`src/design/pba_pkg.sv`:
```
// Shared types, constants and command codes for the page bitmap allocator.
// Used by every interface and module of the block but pba_ram; depends on nothing.
`timescale 1ns / 1ps
`default_nettype none

package pba_pkg;

  // Sizing of the managed page space.
  localparam int unsigned MAX_PAGES  = 32768;
  localparam int unsigned PAGE_SHIFT = 12;

  // Fixed field widths of the channels.
  localparam int unsigned KIND_W      = 2;
  localparam int unsigned ADDR_W      = 64;
  localparam int unsigned PAGE_ADDR_W = 32;
  localparam int unsigned FREE_W      = 16;
  localparam int unsigned CFG_W       = 16;

  // Derived widths of the internal state.
  localparam int unsigned CNT_W     = $clog2(MAX_PAGES + 1);
  localparam int unsigned PIDX_W    = $clog2(MAX_PAGES);
  localparam int unsigned BYTE_W    = 8;
  localparam int unsigned BIT_IDX_W = 3;
  localparam int unsigned MAP_DEPTH = (MAX_PAGES + BYTE_W - 1) / BYTE_W;
  localparam int unsigned MAP_AW    = (MAP_DEPTH > 1) ? $clog2(MAP_DEPTH) : 1;
  localparam int unsigned PN_W      = ADDR_W - PAGE_SHIFT;

  // Command queue between the front and the back end.
  localparam int unsigned QUEUE_DEPTH = 2;
  localparam int unsigned QPTR_W      = (QUEUE_DEPTH > 1) ? $clog2(QUEUE_DEPTH) : 1;
  localparam int unsigned QCNT_W      = $clog2(QUEUE_DEPTH + 1);

  typedef logic [KIND_W-1:0]      kind_t;
  typedef logic [ADDR_W-1:0]      addr_t;
  typedef logic [PAGE_ADDR_W-1:0] page_addr_t;
  typedef logic [FREE_W-1:0]      free_t;
  typedef logic [CFG_W-1:0]       cfg_t;
  typedef logic [CNT_W-1:0]       cnt_t;
  typedef logic [PIDX_W-1:0]      pidx_t;
  typedef logic [BYTE_W-1:0]      map_byte_t;
  typedef logic [MAP_AW-1:0]      map_addr_t;
  typedef logic [BIT_IDX_W-1:0]   bit_idx_t;
  typedef logic [PN_W-1:0]        pn_t;
  typedef logic [QPTR_W-1:0]      qptr_t;
  typedef logic [QCNT_W-1:0]      qcnt_t;

  // Value of the page-count register after reset.
  localparam cfg_t NUM_PAGES_RESET = cfg_t'(32768);

  // Mask of the byte offset inside one page.
  localparam addr_t PAGE_ROUND = addr_t'((64'd1 << PAGE_SHIFT) - 64'd1);

  // Item kinds as they arrive on the input channel.
  typedef enum logic [KIND_W-1:0] {
    KIND_RESERVE  = 2'd0,
    KIND_RELEASE  = 2'd1,
    KIND_ALLOC    = 2'd2,
    KIND_FREE_ONE = 2'd3
  } kind_e;

  // Operations handed from the front to the back end.
  typedef enum logic [1:0] {
    OP_NOP   = 2'd0,
    OP_MARK  = 2'd1,
    OP_CLEAR = 2'd2,
    OP_ALLOC = 2'd3
  } op_e;

  // One command: an operation over the page range [lo, hi).
  typedef struct packed {
    op_e  op;
    cnt_t lo;
    cnt_t hi;
  } cmd_t;

endpackage

`default_nettype wire

```
`src/design/pba_item_if.sv`:
```
// Input channel of the page bitmap allocator: one item per transfer.
// Depends on pba_pkg for the field types.
`timescale 1ns / 1ps
`default_nettype none

interface pba_item_if;
  logic            valid;
  logic            ready;
  pba_pkg::kind_t  kind;
  pba_pkg::addr_t  address;
  pba_pkg::addr_t  length;

  modport source (output valid, output kind, output address, output length, input ready);
  modport sink   (input valid, input kind, input address, input length, output ready);
endinterface

`default_nettype wire

```
`src/design/pba_front.sv`:
```
// Front end: accepts items, does the 64-bit range rounding and clipping,
// and issues one command per item. Depends on pba_pkg and pba_item_if.
`timescale 1ns / 1ps
`default_nettype none

module pba_front (
  input  wire logic          clk_i,
  input  wire logic          rst_ni,
  pba_item_if.sink           item,
  input  wire pba_pkg::cnt_t n_pages_i,
  input  wire logic          block_i,
  output logic               cmd_valid_o,
  output pba_pkg::cmd_t      cmd_o,
  input  wire logic          cmd_ready_i
);

  typedef enum logic [2:0] {
    F_IDLE = 3'b001,
    F_CALC = 3'b010,
    F_PUSH = 3'b100
  } fstate_e;

  fstate_e        state_q, state_d;
  pba_pkg::kind_t kind_q;
  pba_pkg::addr_t base_q;
  pba_pkg::addr_t len_q;
  pba_pkg::addr_t sum_q, sum_d;
  pba_pkg::pn_t   start_r_q, start_r_d;
  pba_pkg::pn_t   start_f_q, start_f_d;
  logic           len_zero_q, len_zero_d;

  logic           accept;
  pba_pkg::addr_t round_up;
  pba_pkg::addr_t end_sum;
  pba_pkg::pn_t   first_pn;
  pba_pkg::pn_t   last_pn;
  pba_pkg::pn_t   last_clip;
  pba_pkg::pn_t   n_pn;
  logic           skip;

  assign item.ready = (state_q == F_IDLE) && !block_i;
  assign accept     = item.valid && item.ready;

  // First stage of the address arithmetic: the range end and the rounded-up base.
  always_comb begin
    round_up   = base_q + pba_pkg::PAGE_ROUND;
    sum_d      = base_q + len_q;
    start_r_d  = base_q[pba_pkg::ADDR_W-1:pba_pkg::PAGE_SHIFT];
    start_f_d  = round_up[pba_pkg::ADDR_W-1:pba_pkg::PAGE_SHIFT];
    len_zero_d = (len_q == '0);
  end

  // Second stage: page bounds for each kind, clipped to the managed pages.
  always_comb begin
    end_sum  = sum_q + pba_pkg::PAGE_ROUND;
    n_pn     = pba_pkg::pn_t'(n_pages_i);
    first_pn = '0;
    last_pn  = '0;
    skip     = 1'b1;
    case (pba_pkg::kind_e'(kind_q))
      pba_pkg::KIND_RESERVE: begin
        first_pn = start_r_q;
        last_pn  = end_sum[pba_pkg::ADDR_W-1:pba_pkg::PAGE_SHIFT];
        skip     = len_zero_q;
      end
      pba_pkg::KIND_RELEASE: begin
        first_pn = start_f_q;
        last_pn  = sum_q[pba_pkg::ADDR_W-1:pba_pkg::PAGE_SHIFT];
        skip     = len_zero_q || (last_pn < start_f_q);
      end
      pba_pkg::KIND_FREE_ONE: begin
        first_pn = pba_pkg::pn_t'(base_q[pba_pkg::PAGE_ADDR_W-1:pba_pkg::PAGE_SHIFT]);
        last_pn  = first_pn + pba_pkg::pn_t'(1);
        skip     = 1'b0;
      end
      default: begin
        skip = 1'b0;
      end
    endcase
    last_clip = (last_pn > n_pn) ? n_pn : last_pn;

    cmd_o = '{op: pba_pkg::OP_NOP, lo: '0, hi: '0};
    if (pba_pkg::kind_e'(kind_q) == pba_pkg::KIND_ALLOC) begin
      cmd_o.op = pba_pkg::OP_ALLOC;
    end else if (!skip && (first_pn < last_clip)) begin
      cmd_o.op = (pba_pkg::kind_e'(kind_q) == pba_pkg::KIND_RESERVE) ?
                 pba_pkg::OP_MARK : pba_pkg::OP_CLEAR;
      cmd_o.lo = pba_pkg::cnt_t'(first_pn);
      cmd_o.hi = pba_pkg::cnt_t'(last_clip);
    end
  end

  assign cmd_valid_o = (state_q == F_PUSH);

  // Sequencing of one item through the two arithmetic stages.
  always_comb begin
    state_d = state_q;
    case (state_q)
      F_IDLE: begin
        if (accept) begin
          state_d = F_CALC;
        end
      end
      F_CALC: begin
        state_d = F_PUSH;
      end
      F_PUSH: begin
        if (cmd_ready_i) begin
          state_d = F_IDLE;
        end
      end
      default: begin
        state_d = F_IDLE;
      end
    endcase
  end

  always_ff @(posedge clk_i or negedge rst_ni) begin
    if (!rst_ni) begin
      state_q <= F_IDLE;
    end else begin
      state_q <= state_d;
    end
  end

  // Item and intermediate results; no reset needed.
  always_ff @(posedge clk_i) begin
    if (accept) begin
      kind_q <= item.kind;
      base_q <= item.address;
      len_q  <= item.length;
    end
    if (state_q == F_CALC) begin
      sum_q      <= sum_d;
      start_r_q  <= start_r_d;
      start_f_q  <= start_f_d;
      len_zero_q <= len_zero_d;
    end
  end

endmodule

`default_nettype wire

```
`src/flat_wrapper.sv`:
```
// flat-port wrapper written by rule: the top's interface ports become plain ports
module pba_front_flat 
  (clk_i, rst_ni, n_pages_i, block_i, cmd_valid_o, cmd_o, cmd_ready_i, item_valid, item_kind, item_address, item_length, item_ready);
  pba_item_if item_i ();
  input  wire logic clk_i;
  input  wire logic rst_ni;
  input  wire pba_pkg::cnt_t n_pages_i;
  input  wire logic block_i;
  output logic cmd_valid_o;
  output pba_pkg::cmd_t cmd_o;
  input  wire logic cmd_ready_i;
  input wire logic [$bits(item_i.valid)-1:0] item_valid;
  input wire logic [$bits(item_i.kind)-1:0] item_kind;
  input wire logic [$bits(item_i.address)-1:0] item_address;
  input wire logic [$bits(item_i.length)-1:0] item_length;
  output wire logic [$bits(item_i.ready)-1:0] item_ready;
  assign item_i.valid = item_valid;
  assign item_i.kind = item_kind;
  assign item_i.address = item_address;
  assign item_i.length = item_length;
  assign item_ready = item_i.ready;
  pba_front u_core (.clk_i(clk_i), .rst_ni(rst_ni), .item(item_i), .n_pages_i(n_pages_i), .block_i(block_i), .cmd_valid_o(cmd_valid_o), .cmd_o(cmd_o), .cmd_ready_i(cmd_ready_i));
endmodule
```
`config.mk`:
```
export PLATFORM = sky130hd
export DESIGN_NAME = pba_front_flat
export DESIGN_NICKNAME = d
export VERILOG_FILES = /design/src/design/pba_pkg.sv /design/src/design/pba_item_if.sv /design/src/design/pba_front.sv /design/src/flat_wrapper.sv
export SDC_FILE = /design/constraint.sdc
export NUM_CORES = 1
export LEC_CHECK = 0
export ABC_AREA = 0
export BUFFER_PORTS_ARGS = -buffer_cell sky130_fd_sc_hd__buf_2
export CORE_ASPECT_RATIO = 1.2
export CORE_MARGIN = 10
export CORE_UTILIZATION = 40
export CTS_BUF_LIST = sky130_fd_sc_hd__clkbuf_8
export CTS_CLUSTER_DIAMETER = 200
export DETAILED_ROUTE_END_ITERATION = 6
export GPL_ROUTABILITY_DRIVEN = 0
export SYNTH_ARGS = -nofsm -noshare
export SYNTH_HDL_FRONTEND = slang
export SYNTH_SLANG_ARGS = --single-unit
```
`constraint.sdc`:
```
create_clock -name clk_i -period 19 [get_ports clk_i]
set_clock_uncertainty 0.1 [all_clocks]
set_input_delay 1.9 -clock clk_i [delete_from_list [all_inputs] [get_ports clk_i]]
set_output_delay 1.9 -clock clk_i [all_outputs]
set_load 0.01 [all_outputs]
```
==> flow_summary.json <==
{
  "violations": "DRC",
  "yosys_register_bits": 302,
  "status": "complete, but fails checks",
  "maxCapViolCount": 0,
  "post_cts_buffers": 0,
  "syn-instance-count": 1929,
  "clock-sinks": 302,
  "critPathMaxFanout": 15,
  "start_util": 0.4051,
  "synth-seq-area-share": 0.4542,
  "grt_pass1_wl_mm": 88.71,
  "ys.flop_type": "edfxtp_1",
  "ctsHoldBuffers": 0,
  "fin_crit_ps": 10740,
  "power_density_nw_per_um2": 71.66,
  "htree_num_levels": 2,
  "tritoncts": "yes",
  "die-area_um2": 59210,
  "place_hpwl_mm": 45.76,
  "tightest_slew_ps": 1064,
  "irDropWorstVdd_uv": 44.93,
  "final_cell_mix": "299 x edfxtp_1, 186 x buf_2, 182 x ha_1",
  "synth_edf_count": 299,
  "routedWlPerCell_um": 20.62,
  "die_height_um": 264.6,
  "async_reset_ff_frac": 0.009934,
  "synth.avg_cell_area_um2": 10.34,
  "cp_slowest_stage_delay_ps": 560,
  "finalSetupViolCount": 0,
  "final_common_cell": "edfxtp_1",
  "root_buffer": "clkbuf_8",
  "crit_slowest_cell": "edfxtp_1",
  "cp.arrival_ps": 8740,
  "via_per_inst": 5.646,
  "finalNetCount": 2472,
  "grt_pass1_vias": 15570,
  "drtIter0Drc": 1245,
  "cts-resized-gates": 0,
  "grt_antenna_before_repair": 2,
  "ant_nets": 0,
  "crit_path_frequent_cell": "nand3_1",
  "final-hold-violation-count": 0,
  "hp-class": "reg -> reg",
  "core_um2": 49220,
  "syn-cell-area_um2": 19940,
  "remaining_drc_errors": 1,
  "endpoint_kind": "output pin",
  "crit_required_ps": 17000,
  "power_mw": 1.617,
  "crit_type": "reg -> out",
  "grt_max_degree": 83,
  "portBuffers": 186,
  "first_pass_iters": 7,
  "yosysWarningCount": 0,
  "slew_headroom": 0.2841,
  "nFillCells": 4706,
  "layout-drive-gt1-share": 0.1328,
  "grt.overflow.total": 0,
  "report.final.slew_viol_count": 0,
  "die_w_um": 223.8,
  "power_leakage_nw": 9.218,
  "drt_wl_total_mm": 58.04,
  "max_clock_freq_mhz": 93.11,
  "track_usage": 0.1882,
  "tns_ps": 0,
  "clock_latency_ps": 620,
  "num_vias": 15890,
  "finalNonFillerCells": 2814,
  "rows": 89,
  "fin_crit_sh": 0.5652,
  "rsz0062_at_grt": "no",
  "ioPinCount": 187,
  "areaGrowthSynthToFinish_pct": 13.17,
  "cts_buffers": 51,
  "start_kind": "flop",
  "cts.reportedPaths.clkPinSlew_ps": 60,
  "ys_types": 79,
  "dp_cells": 2722,
  "cts.path.max_buffers": 3
}
-- layer usage --
| layer | wire length, um | GRT usage | vias up | part of all wire |
|---|---|---|---|---|
| li1 | - | - | 7682 | - |
| met1 | 25210 | 0.2423 | 7586 | 0.43 |
| met2 | 27530 | 0.3126 | 516 | 0.47 |
| met3 | 3561 | 0.03193 | 103 | 0.061 |
| met4 | 1735 | 0.06618 | 0 | 0.030 |
| met5 | 0 | 0 | - | 0 |
-- per-stage QoR --
step | hold WS, ps | setup slack [ps] | area, um^2 | util
after floorplan | 348.6 | 10490 | 20070 | -
after global placement | 419.2 | 9366 | 21580 | 0.4384
after detailed placement | 424.9 | 8931 | 21580 | 0.4384
after CTS | 444.1 | 8268 | 22560 | 0.4584
after global routing | 454.4 | 7685 | 22560 | 0.4584
final | 433.8 | 8260 | 22560 | 0.4584
-- report_power, final --
group	internal (mW)	total, mW	switching [mW]
registers	0.768	0.794	0.0264
clock network	0.298	0.570	0.271
logic	0.101	0.253	0.152
-- worst paths after layout --
kind / slack [ps] / end / start / cells past startpoint
worst max-delay path: 8260 / cmd_o[31] / u_core.base_q[12] / 30
max in group asynchronous: 17620 / u_core.state_q[0] / rst_ni / 1
worst max register to register: 14040 / u_core.sum_q[63] / u_core.len_q[6] / 12
worst min-delay path: 430 / u_core.start_r_q[47] / u_core.base_q[59] / 0
worst min register to register: 430 / u_core.start_r_q[47] / u_core.base_q[59] / 0
min in group asynchronous: 980 / u_core.state_q[2] / rst_ni / 1
-- layout make-up --
cell class,instances,area [um^2],area share
Clock buffer,56,770.7,0.03416
Inverter,99,371.6,0.01647
Sequential cell,302,9055,0.4013
Multi-Input combinational cell,1486,10330,0.4580
Timing Repair Buffer,198,1021,0.04525
Tap cell,637,797.0,0.03532
Clock inverter,35,211.5,0.009372
Antenna cell,1,2.502,0.0001109
-- synth_stat cells, drive strengths merged, types with 22 or more instances --
library cell | n | area (um^2)
nand2 | 134 | 510.5
and3 | 22 | 137.6
edfxtp | 299 | 8979
inv | 98 | 367.9
nor2 | 149 | 559.3
mux2i | 75 | 750.7
nand3 | 72 | 360.4
nor4 | 48 | 306.5
o21ai | 96 | 480.5
xor2 | 50 | 437.9
a21o | 67 | 503.0
nor3 | 38 | 190.2
nand4 | 78 | 494.2
ha | 182 | 2277
xnor2 | 87 | 762.0
a21oi | 115 | 575.6
clkbuf | 59 | 222.7
-- cell families after synthesis --
| logic type | count (synthesis) | share of synthesized area |
|---|---|---|
| xor gates and xnor gates | 137 | 0.06019 |
| buffers and inverters | 176 | 0.03477 |
| muxes | 78 | 0.03935 |
| DFF | 302 | 0.4542 |
| and+or+nand+nor | 628 | 0.1599 |
| other | 1 | 0.0001881 |
| adders and majority gates | 183 | 0.1152 |
| AOI/OAI and AO/OA | 424 | 0.1362 |
-- registers in the layout (all words and copies together), names as in the netlist --
register / cells
u_core.base_q: 64
u_core.len_q: 64
u_core.sum_q: 64
u_core.start_f_q: 52
u_core.start_r_q: 52
u_core.state_q: 3
u_core.kind_q: 2
u_core.len_zero_q: 1
-- worst max-delay path, delay by kind of cell (launching register included) --
kind,cells,cell delay [ps]
AND/OR/NAND/NOR,11,2780
AO/OA/AOI/OAI,15,3730
flip-flops,1,560
multiplexers,1,330
adder cells (fa/ha/maj),2,590
buffers and inverters,1,140
No activity file was read; power rests on OpenSTA's default activity.
