File: src/design/pba_pkg.sv
// Shared types, constants and command codes for the page bitmap allocator.
// Used by every interface and module of the block but pba_ram; depends on nothing.
`timescale 1ns / 1ps
`default_nettype none

package pba_pkg;

  // Sizing of the managed page space.
  localparam int unsigned MAX_PAGES  = 32768;
  localparam int unsigned PAGE_SHIFT = 12;

  // Fixed field widths of the channels.
  localparam int unsigned KIND_W      = 2;
  localparam int unsigned ADDR_W      = 64;
  localparam int unsigned PAGE_ADDR_W = 32;
  localparam int unsigned FREE_W      = 16;
  localparam int unsigned CFG_W       = 16;

  // Derived widths of the internal state.
  localparam int unsigned CNT_W     = $clog2(MAX_PAGES + 1);
  localparam int unsigned PIDX_W    = $clog2(MAX_PAGES);
  localparam int unsigned BYTE_W    = 8;
  localparam int unsigned BIT_IDX_W = 3;
  localparam int unsigned MAP_DEPTH = (MAX_PAGES + BYTE_W - 1) / BYTE_W;
  localparam int unsigned MAP_AW    = (MAP_DEPTH > 1) ? $clog2(MAP_DEPTH) : 1;
  localparam int unsigned PN_W      = ADDR_W - PAGE_SHIFT;

  // Command queue between the front and the back end.
  localparam int unsigned QUEUE_DEPTH = 2;
  localparam int unsigned QPTR_W      = (QUEUE_DEPTH > 1) ? $clog2(QUEUE_DEPTH) : 1;
  localparam int unsigned QCNT_W      = $clog2(QUEUE_DEPTH + 1);

  typedef logic [KIND_W-1:0]      kind_t;
  typedef logic [ADDR_W-1:0]      addr_t;
  typedef logic [PAGE_ADDR_W-1:0] page_addr_t;
  typedef logic [FREE_W-1:0]      free_t;
  typedef logic [CFG_W-1:0]       cfg_t;
  typedef logic [CNT_W-1:0]       cnt_t;
  typedef logic [PIDX_W-1:0]      pidx_t;
  typedef logic [BYTE_W-1:0]      map_byte_t;
  typedef logic [MAP_AW-1:0]      map_addr_t;
  typedef logic [BIT_IDX_W-1:0]   bit_idx_t;
  typedef logic [PN_W-1:0]        pn_t;
  typedef logic [QPTR_W-1:0]      qptr_t;
  typedef logic [QCNT_W-1:0]      qcnt_t;

  // Value of the page-count register after reset.
  localparam cfg_t NUM_PAGES_RESET = cfg_t'(32768);

  // Mask of the byte offset inside one page.
  localparam addr_t PAGE_ROUND = addr_t'((64'd1 << PAGE_SHIFT) - 64'd1);

  // Item kinds as they arrive on the input channel.
  typedef enum logic [KIND_W-1:0] {
    KIND_RESERVE  = 2'd0,
    KIND_RELEASE  = 2'd1,
    KIND_ALLOC    = 2'd2,
    KIND_FREE_ONE = 2'd3
  } kind_e;

  // Operations handed from the front to the back end.
  typedef enum logic [1:0] {
    OP_NOP   = 2'd0,
    OP_MARK  = 2'd1,
    OP_CLEAR = 2'd2,
    OP_ALLOC = 2'd3
  } op_e;

  // One command: an operation over the page range [lo, hi).
  typedef struct packed {
    op_e  op;
    cnt_t lo;
    cnt_t hi;
  } cmd_t;

endpackage

`default_nettype wire

File: src/design/pba_cmd_q.sv
// Short command queue that decouples the front end from the back end.
// Depends on pba_pkg for the command type and the queue depth.
`timescale 1ns / 1ps
`default_nettype none

module pba_cmd_q (
  input  wire logic          clk_i,
  input  wire logic          rst_ni,
  input  wire logic          push_valid_i,
  input  wire pba_pkg::cmd_t push_cmd_i,
  output logic               push_ready_o,
  output logic               pop_valid_o,
  output pba_pkg::cmd_t      pop_cmd_o,
  input  wire logic          pop_ready_i
);

  pba_pkg::cmd_t  slot_q [pba_pkg::QUEUE_DEPTH];
  pba_pkg::qptr_t wr_ptr_q, wr_ptr_d;
  pba_pkg::qptr_t rd_ptr_q, rd_ptr_d;
  pba_pkg::qcnt_t fill_q, fill_d;
  logic           push, pop;

  assign push_ready_o = (fill_q != pba_pkg::qcnt_t'(pba_pkg::QUEUE_DEPTH));
  assign pop_valid_o  = (fill_q != '0);
  assign pop_cmd_o    = slot_q[rd_ptr_q];
  assign push         = push_valid_i && push_ready_o;
  assign pop          = pop_valid_o && pop_ready_i;

  // Pointer and fill updates with explicit wrap.
  always_comb begin
    wr_ptr_d = wr_ptr_q;
    rd_ptr_d = rd_ptr_q;
    fill_d   = fill_q;
    if (push) begin
      wr_ptr_d = (wr_ptr_q == pba_pkg::qptr_t'(pba_pkg::QUEUE_DEPTH - 1)) ?
                 '0 : wr_ptr_q + pba_pkg::qptr_t'(1);
    end
    if (pop) begin
      rd_ptr_d = (rd_ptr_q == pba_pkg::qptr_t'(pba_pkg::QUEUE_DEPTH - 1)) ?
                 '0 : rd_ptr_q + pba_pkg::qptr_t'(1);
    end
    if (push && !pop) begin
      fill_d = fill_q + pba_pkg::qcnt_t'(1);
    end else if (pop && !push) begin
      fill_d = fill_q - pba_pkg::qcnt_t'(1);
    end
  end

  always_ff @(posedge clk_i or negedge rst_ni) begin
    if (!rst_ni) begin
      wr_ptr_q <= '0;
      rd_ptr_q <= '0;
      fill_q   <= '0;
    end else begin
      wr_ptr_q <= wr_ptr_d;
      rd_ptr_q <= rd_ptr_d;
      fill_q   <= fill_d;
    end
  end

  // Queue storage.
  always_ff @(posedge clk_i) begin
    if (push) begin
      slot_q[wr_ptr_q] <= push_cmd_i;
    end
  end

endmodule

`default_nettype wire

File: config.mk
export PLATFORM = sky130hd
export DESIGN_NAME = pba_cmd_q
export DESIGN_NICKNAME = d
export VERILOG_FILES = /design/src/design/pba_pkg.sv /design/src/design/pba_cmd_q.sv
export SDC_FILE = /design/constraint.sdc
export NUM_CORES = 1
export LEC_CHECK = 0
export ABC_CLOCK_PERIOD_IN_PS = 6050
export BUFFER_PORTS_ARGS = -buffer_cell sky130_fd_sc_hd__buf_2
export CELL_PAD_IN_SITES_DETAIL_PLACEMENT = 0
export CELL_PAD_IN_SITES_GLOBAL_PLACEMENT = 1
export CORE_MARGIN = 2
export CORE_UTILIZATION = 49
export CTS_BUF_LIST = sky130_fd_sc_hd__clkbuf_8
export DETAILED_ROUTE_END_ITERATION = 8
export MAX_ROUTING_LAYER = met4
export PLACE_DENSITY = 0.88
export SYNTH_ARGS = -nofsm -noshare
export SYNTH_HDL_FRONTEND = slang
export SYNTH_SLANG_ARGS = --single-unit
File: constraint.sdc
create_clock -name clk_i -period 6.05 [get_ports clk_i]
set_clock_uncertainty 0.2 [all_clocks]
set_input_delay 0.3025 -clock clk_i [delete_from_list [all_inputs] [get_ports clk_i]]
set_output_delay 0.3025 -clock clk_i [all_outputs]
set_load 0.05 [all_outputs]
==> report_table.html <==
<table>
<tr><th>Metric</th><th>Value</th></tr>
<tr><th colspan="2">Timing</th></tr>
<tr><td>Number of hold violations in the final report</td><td>0</td></tr>
<tr><td>Worst slew margin</td><td>30.9%</td></tr>
<tr><td>Total setup violations reported at the end of the flow</td><td>0</td></tr>
<tr><td>Maximum clock frequency</td><td>395 MHz</td></tr>
<tr><td>RSZ-0062 raised after global routing</td><td>false</td></tr>
<tr><td>Setup Total Neg Slack</td><td>0 ns</td></tr>
<tr><td>Time the final worst path needs with I/O delays and setup</td><td>2.53 ns</td></tr>
<tr><td>Ratio of final minimum period to clock period</td><td>41.8%</td></tr>
<tr><td>Slew @ Worst Pin</td><td>1.04 ns</td></tr>
<tr><td>Max-slew violation count</td><td>0</td></tr>
<tr><th colspan="2">Floorplan</th></tr>
<tr><td>Number of top-level pins</td><td>74</td></tr>
<tr><td>Number of rows created at floorplan</td><td>27</td></tr>
<tr><td>Effective utilization at floorplan</td><td>50.8%</td></tr>
<tr><td>DIE AREA</td><td>6330 um2</td></tr>
<tr><td>Core Footprint</td><td>5510 um2</td></tr>
<tr><td>Die H</td><td>79.6 um</td></tr>
<tr><td>Die span in x</td><td>79.6 um</td></tr>
<tr><th colspan="2">Setup path</th></tr>
<tr><td>CP endpoint kind</td><td>primary output</td></tr>
<tr><td>Startpoint kind of the worst setup timing path</td><td>flip-flop</td></tr>
<tr><td>Source of the worst register-to-register timing path</td><td>fill_q[0]</td></tr>
<tr><td>Cells traversed along the worst timing path</td><td>mux2_2, buf_2</td></tr>
<tr><td>Slowest stage cell, crit path</td><td>sky130_fd_sc_hd__dfrtp_2</td></tr>
<tr><td>Worst path top cell family by delay</td><td>flip-flops</td></tr>
<tr><td>Crit Path Category</td><td>flip-flop to primary output</td></tr>
<tr><td>Required time of the critical path</td><td>5.55 ns</td></tr>
<tr><td>Worst-case register-to-register setup slack</td><td>3.98 ns</td></tr>
<tr><td>Reg2Reg Depth</td><td>3</td></tr>
<tr><td>Bufs and invs on worst path</td><td>1</td></tr>
<tr><td>Worst-path fanout max</td><td>35</td></tr>
<tr><td>Maximum cell stage delay along the critical path</td><td>1.05 ns</td></tr>
<tr><td>WP data arrival</td><td>2.03 ns</td></tr>
<tr><td>Reg-to-reg critical path endpoint</td><td>slot_q[0][24]</td></tr>
<tr><th colspan="2">Synth</th></tr>
<tr><td>Simple logic cell fraction of the synthesized area</td><td>1.21%</td></tr>
<tr><td>Gate count of the mapped netlist</td><td>124</td></tr>
<tr><td>Total standard cell area after synthesis</td><td>2800 um2</td></tr>
<tr><td>Synth async-reset ratio</td><td>5.56%</td></tr>
<tr><td>Sequential share of the synthesized area</td><td>76.5%</td></tr>
<tr><td>Count of unique library cells instantiated by Yosys</td><td>15</td></tr>
<tr><td>Number of warning messages in the yosys log</td><td>0</td></tr>
<tr><td>Cell type contributing the most total cell area after synthesis</td><td>sky130_fd_sc_hd__edfxtp_1</td></tr>
<tr><td>Dominant cell by count in the synthesized netlist</td><td>sky130_fd_sc_hd__edfxtp_1</td></tr>
<tr><td>Share of synthesized cell area in full adder, half adder and majority cells</td><td>0.447%</td></tr>
<tr><td>Post-synth net total</td><td>163</td></tr>
<tr><td>Register bit total from synthesis</td><td>72</td></tr>
<tr><td>Compound-gate portion of the synthesized area</td><td>0%</td></tr>
<tr><td>Primary flip-flop cell chosen by synthesis mapping</td><td>sky130_fd_sc_hd__edfxtp_1</td></tr>
<tr><td>Dominant combinational cell family by area after synthesis</td><td>multiplexers</td></tr>
<tr><td>XOR/XNOR share of the synthesized area</td><td>1.56%</td></tr>
<tr><td>Multiplexer area fraction after synthesis</td><td>17.6%</td></tr>
<tr><td>Count of flip-flops with a built-in enable after synthesis</td><td>68</td></tr>
<tr><td>Area share of the leading cell type in the synthesized netlist</td><td>73.0%</td></tr>
<tr><td>List of most frequent post-synthesis cells</td><td>68 x sky130_fd_sc_hd__edfxtp_1, 29 x sky130_fd_sc_hd__mux2_4, 5 x sky130_fd_sc_hd__mux2_2</td></tr>
<tr><td>Cell types with the largest area share after synthesis</td><td>sky130_fd_sc_hd__edfxtp_1 73%, sky130_fd_sc_hd__mux2_4 16%, sky130_fd_sc_hd__dfrtp_1 3.6%</td></tr>
<tr><td>Syn avg cell area</td><td>22.6 um2</td></tr>
<tr><th colspan="2">Detailed routing</th></tr>
<tr><td>Number of design-rule violations left by the first detailed-router iteration</td><td>54</td></tr>
<tr><td>DRC violation count after routing</td><td>0</td></tr>
<tr><td>WL per Instance</td><td>14.2 um</td></tr>
<tr><td>Mean number of vias per cell</td><td>4.58</td></tr>
<tr><td>Number of optimization iterations in the first detailed-route pass</td><td>4</td></tr>
<tr><td>Detail Route Antenna Nets</td><td>0</td></tr>
<tr><td>Total routed wirelength</td><td>4480 um</td></tr>
<tr><td>Vias post-DR</td><td>1448</td></tr>
<tr><th colspan="2">GRT</th></tr>
<tr><td>Wire length of the first global-routing pass</td><td>6660 um</td></tr>
<tr><td>Maximum number of pins on one net before global-route repair</td><td>36</td></tr>
<tr><td>Final global-route overflow total</td><td>0</td></tr>
<tr><td>Number of global-route vias before repair</td><td>1423</td></tr>
<tr><td>Number of antenna violations at the first check in global routing</td><td>0</td></tr>
<tr><td>Global routing usage summed across all routing layers</td><td>15.2%</td></tr>
<tr><th colspan="2">Hold path</th></tr>
<tr><td>Min-Delay Path Depth</td><td>3</td></tr>
<tr><td>Min-delay worst type</td><td>input port to flip-flop</td></tr>
<tr><td>Terminating pin of the worst hold path</td><td>rd_ptr_q</td></tr>
<tr><td>Hold path startpoint</td><td>pop_ready_i</td></tr>
<tr><th colspan="2">Final layout</th></tr>
<tr><td>Finished Core Util</td><td>67.7%</td></tr>
<tr><td>Fill cell total of the finished layout</td><td>378</td></tr>
<tr><td>Final standard cell area without fillers</td><td>3730 um2</td></tr>
<tr><td>Layout cell share with drive strength beyond 1</td><td>50.4%</td></tr>
<tr><td>NumNets Final</td><td>278</td></tr>
<tr><td>Layout-stage area growth over the synthesis result</td><td>33.3%</td></tr>
<tr><td>Final antenna diode count</td><td>0</td></tr>
<tr><th colspan="2">Placed design</th></tr>
<tr><td>Number of buffers added on ports</td><td>73</td></tr>
<tr><td>DP Area</td><td>3190 um2</td></tr>
<tr><td>Placer's final routability congestion estimate</td><td>0.717</td></tr>
<tr><th colspan="2">Job</th></tr>
<tr><td>Max Cap Violations</td><td>0</td></tr>
<tr><th colspan="2">Clock tree</th></tr>
<tr><td>Sink count of the clock tree</td><td>72</td></tr>
<tr><td>Clock root buffer</td><td>sky130_fd_sc_hd__clkbuf_8</td></tr>
<tr><td>Clock transition at the registers of the reported paths</td><td>0.07 ns</td></tr>
<tr><td>Count of instances resized after the clock tree is built</td><td>0</td></tr>
<tr><td>TritonCTS clock tree</td><td>yes</td></tr>
<tr><td>CTS buffer count</td><td>9</td></tr>
<tr><td>Clock Path Buffers</td><td>2</td></tr>
<tr><td>Clock latency on the worst-skew pair</td><td>0.32 ns</td></tr>
<tr><td>H-tree depth</td><td>3</td></tr>
<tr><th colspan="2">Run status</th></tr>
<tr><td>Outcome</td><td>finished clean</td></tr>
<tr><th colspan="2">Power</th></tr>
<tr><td>Static leakage</td><td>1.51 nW</td></tr>
<tr><td>P per Cell Area</td><td>524 nW/um2</td></tr>
<tr><td>Maximum vdd ir drop</td><td>0.000526 V</td></tr>
</table>
flip-flops by register name (all words and copies together) (netlist names):
register	cells
fill_q	2
rd_ptr_q	1
slot_q	68
wr_ptr_q	1
where the power goes:
group	switching (mW)	internal, mW
clock	0.162	0.186
combinational	0.540	0.289
sequential	0.0944	0.685
layout make-up:
type | instances | area, um2 | share of cell area (%)
multi-input cells | 47 | 591 | 15.8
flip-flops and latches | 72 | 2140 | 57.5
clock inverters | 7 | 62.6 | 1.68
well taps | 72 | 90.1 | 2.42
inverters | 1 | 3.75 | 0.101
repair buffers | 108 | 716 | 19.2
clock buffers | 9 | 124 | 3.32
worst min-delay path: cells and delay by family:
family	cells	cell delay, ns
AND/OR/NAND/NOR	1	0.09
XOR/XNOR	1	0.07
buffers and inverters	1	0.10
cell families after synthesis:
group,count (synthesis)
adders and majority gates,1
buffers and inverters,5
xor gates and xnor gates,5
muxes,34
and+or+nand+nor,7
DFF,72
layout by cell type (no fill, tap or decap), drive strengths merged:
master	synthesis	final
nor2	2	2
bufinv	0	1
clkbuf	0	9
xor2	2	2
clkinvlp	0	1
dfrtp	4	4
dlygate4sd3	0	35
nand2b	1	1
clkinv	0	5
mux2	34	34
or2	1	1
inv	1	1
buf	4	73
edfxtp	68	68
ha	1	1
xnor2	3	3
and3	1	1
nand2	2	2
worst max path at each step:
stage / from / to / slack [ns] / cells after the start
2_1_floorplan: fill_q[0] / slot_q[0][0] / 2.92 / 3
3_3_place_gp: rd_ptr_q / pop_cmd_o[18] / 3.86 / 2
3_5_place_dp: rd_ptr_q / pop_cmd_o[14] / 3.85 / 2
4_1_cts: rd_ptr_q / pop_cmd_o[14] / 3.48 / 2
5_1_grt: rd_ptr_q / pop_cmd_o[13] / 3.38 / 2
6_report: rd_ptr_q / pop_cmd_o[13] / 3.52 / 2
per-stage QoR:
stage	setup WS, ns	instances	total power, mW	hold slack (ns)
6_report	3.52	316	1.96	0.0661
5_1_grt	3.38	316	2.04	0.0791
4_1_cts	3.48	316	1.98	0.0479
3_5_place_dp	3.85	265	1.61	-0.0872
3_3_place_gp	3.86	265	1.60	-0.0862
2_1_floorplan	2.92	124	1.49	-0.193
what timing repair did:
action	4_1_cts	5_1_grt
endpoints found under the hold margin	72	0
setup buffers	0	0
hold buffers	35	0
routing by layer:
metal	vias up	share of wire, %	wire [um]	track usage (%)
met5	-	0	0	-
met4	0	1.4	63	8.28
met3	6	4.1	185	4.07
met2	44	51	2280	24.4
met1	686	43	1950	17.5
li1	712	-	-	-
No activity file was read; power rests on OpenSTA's default activity.
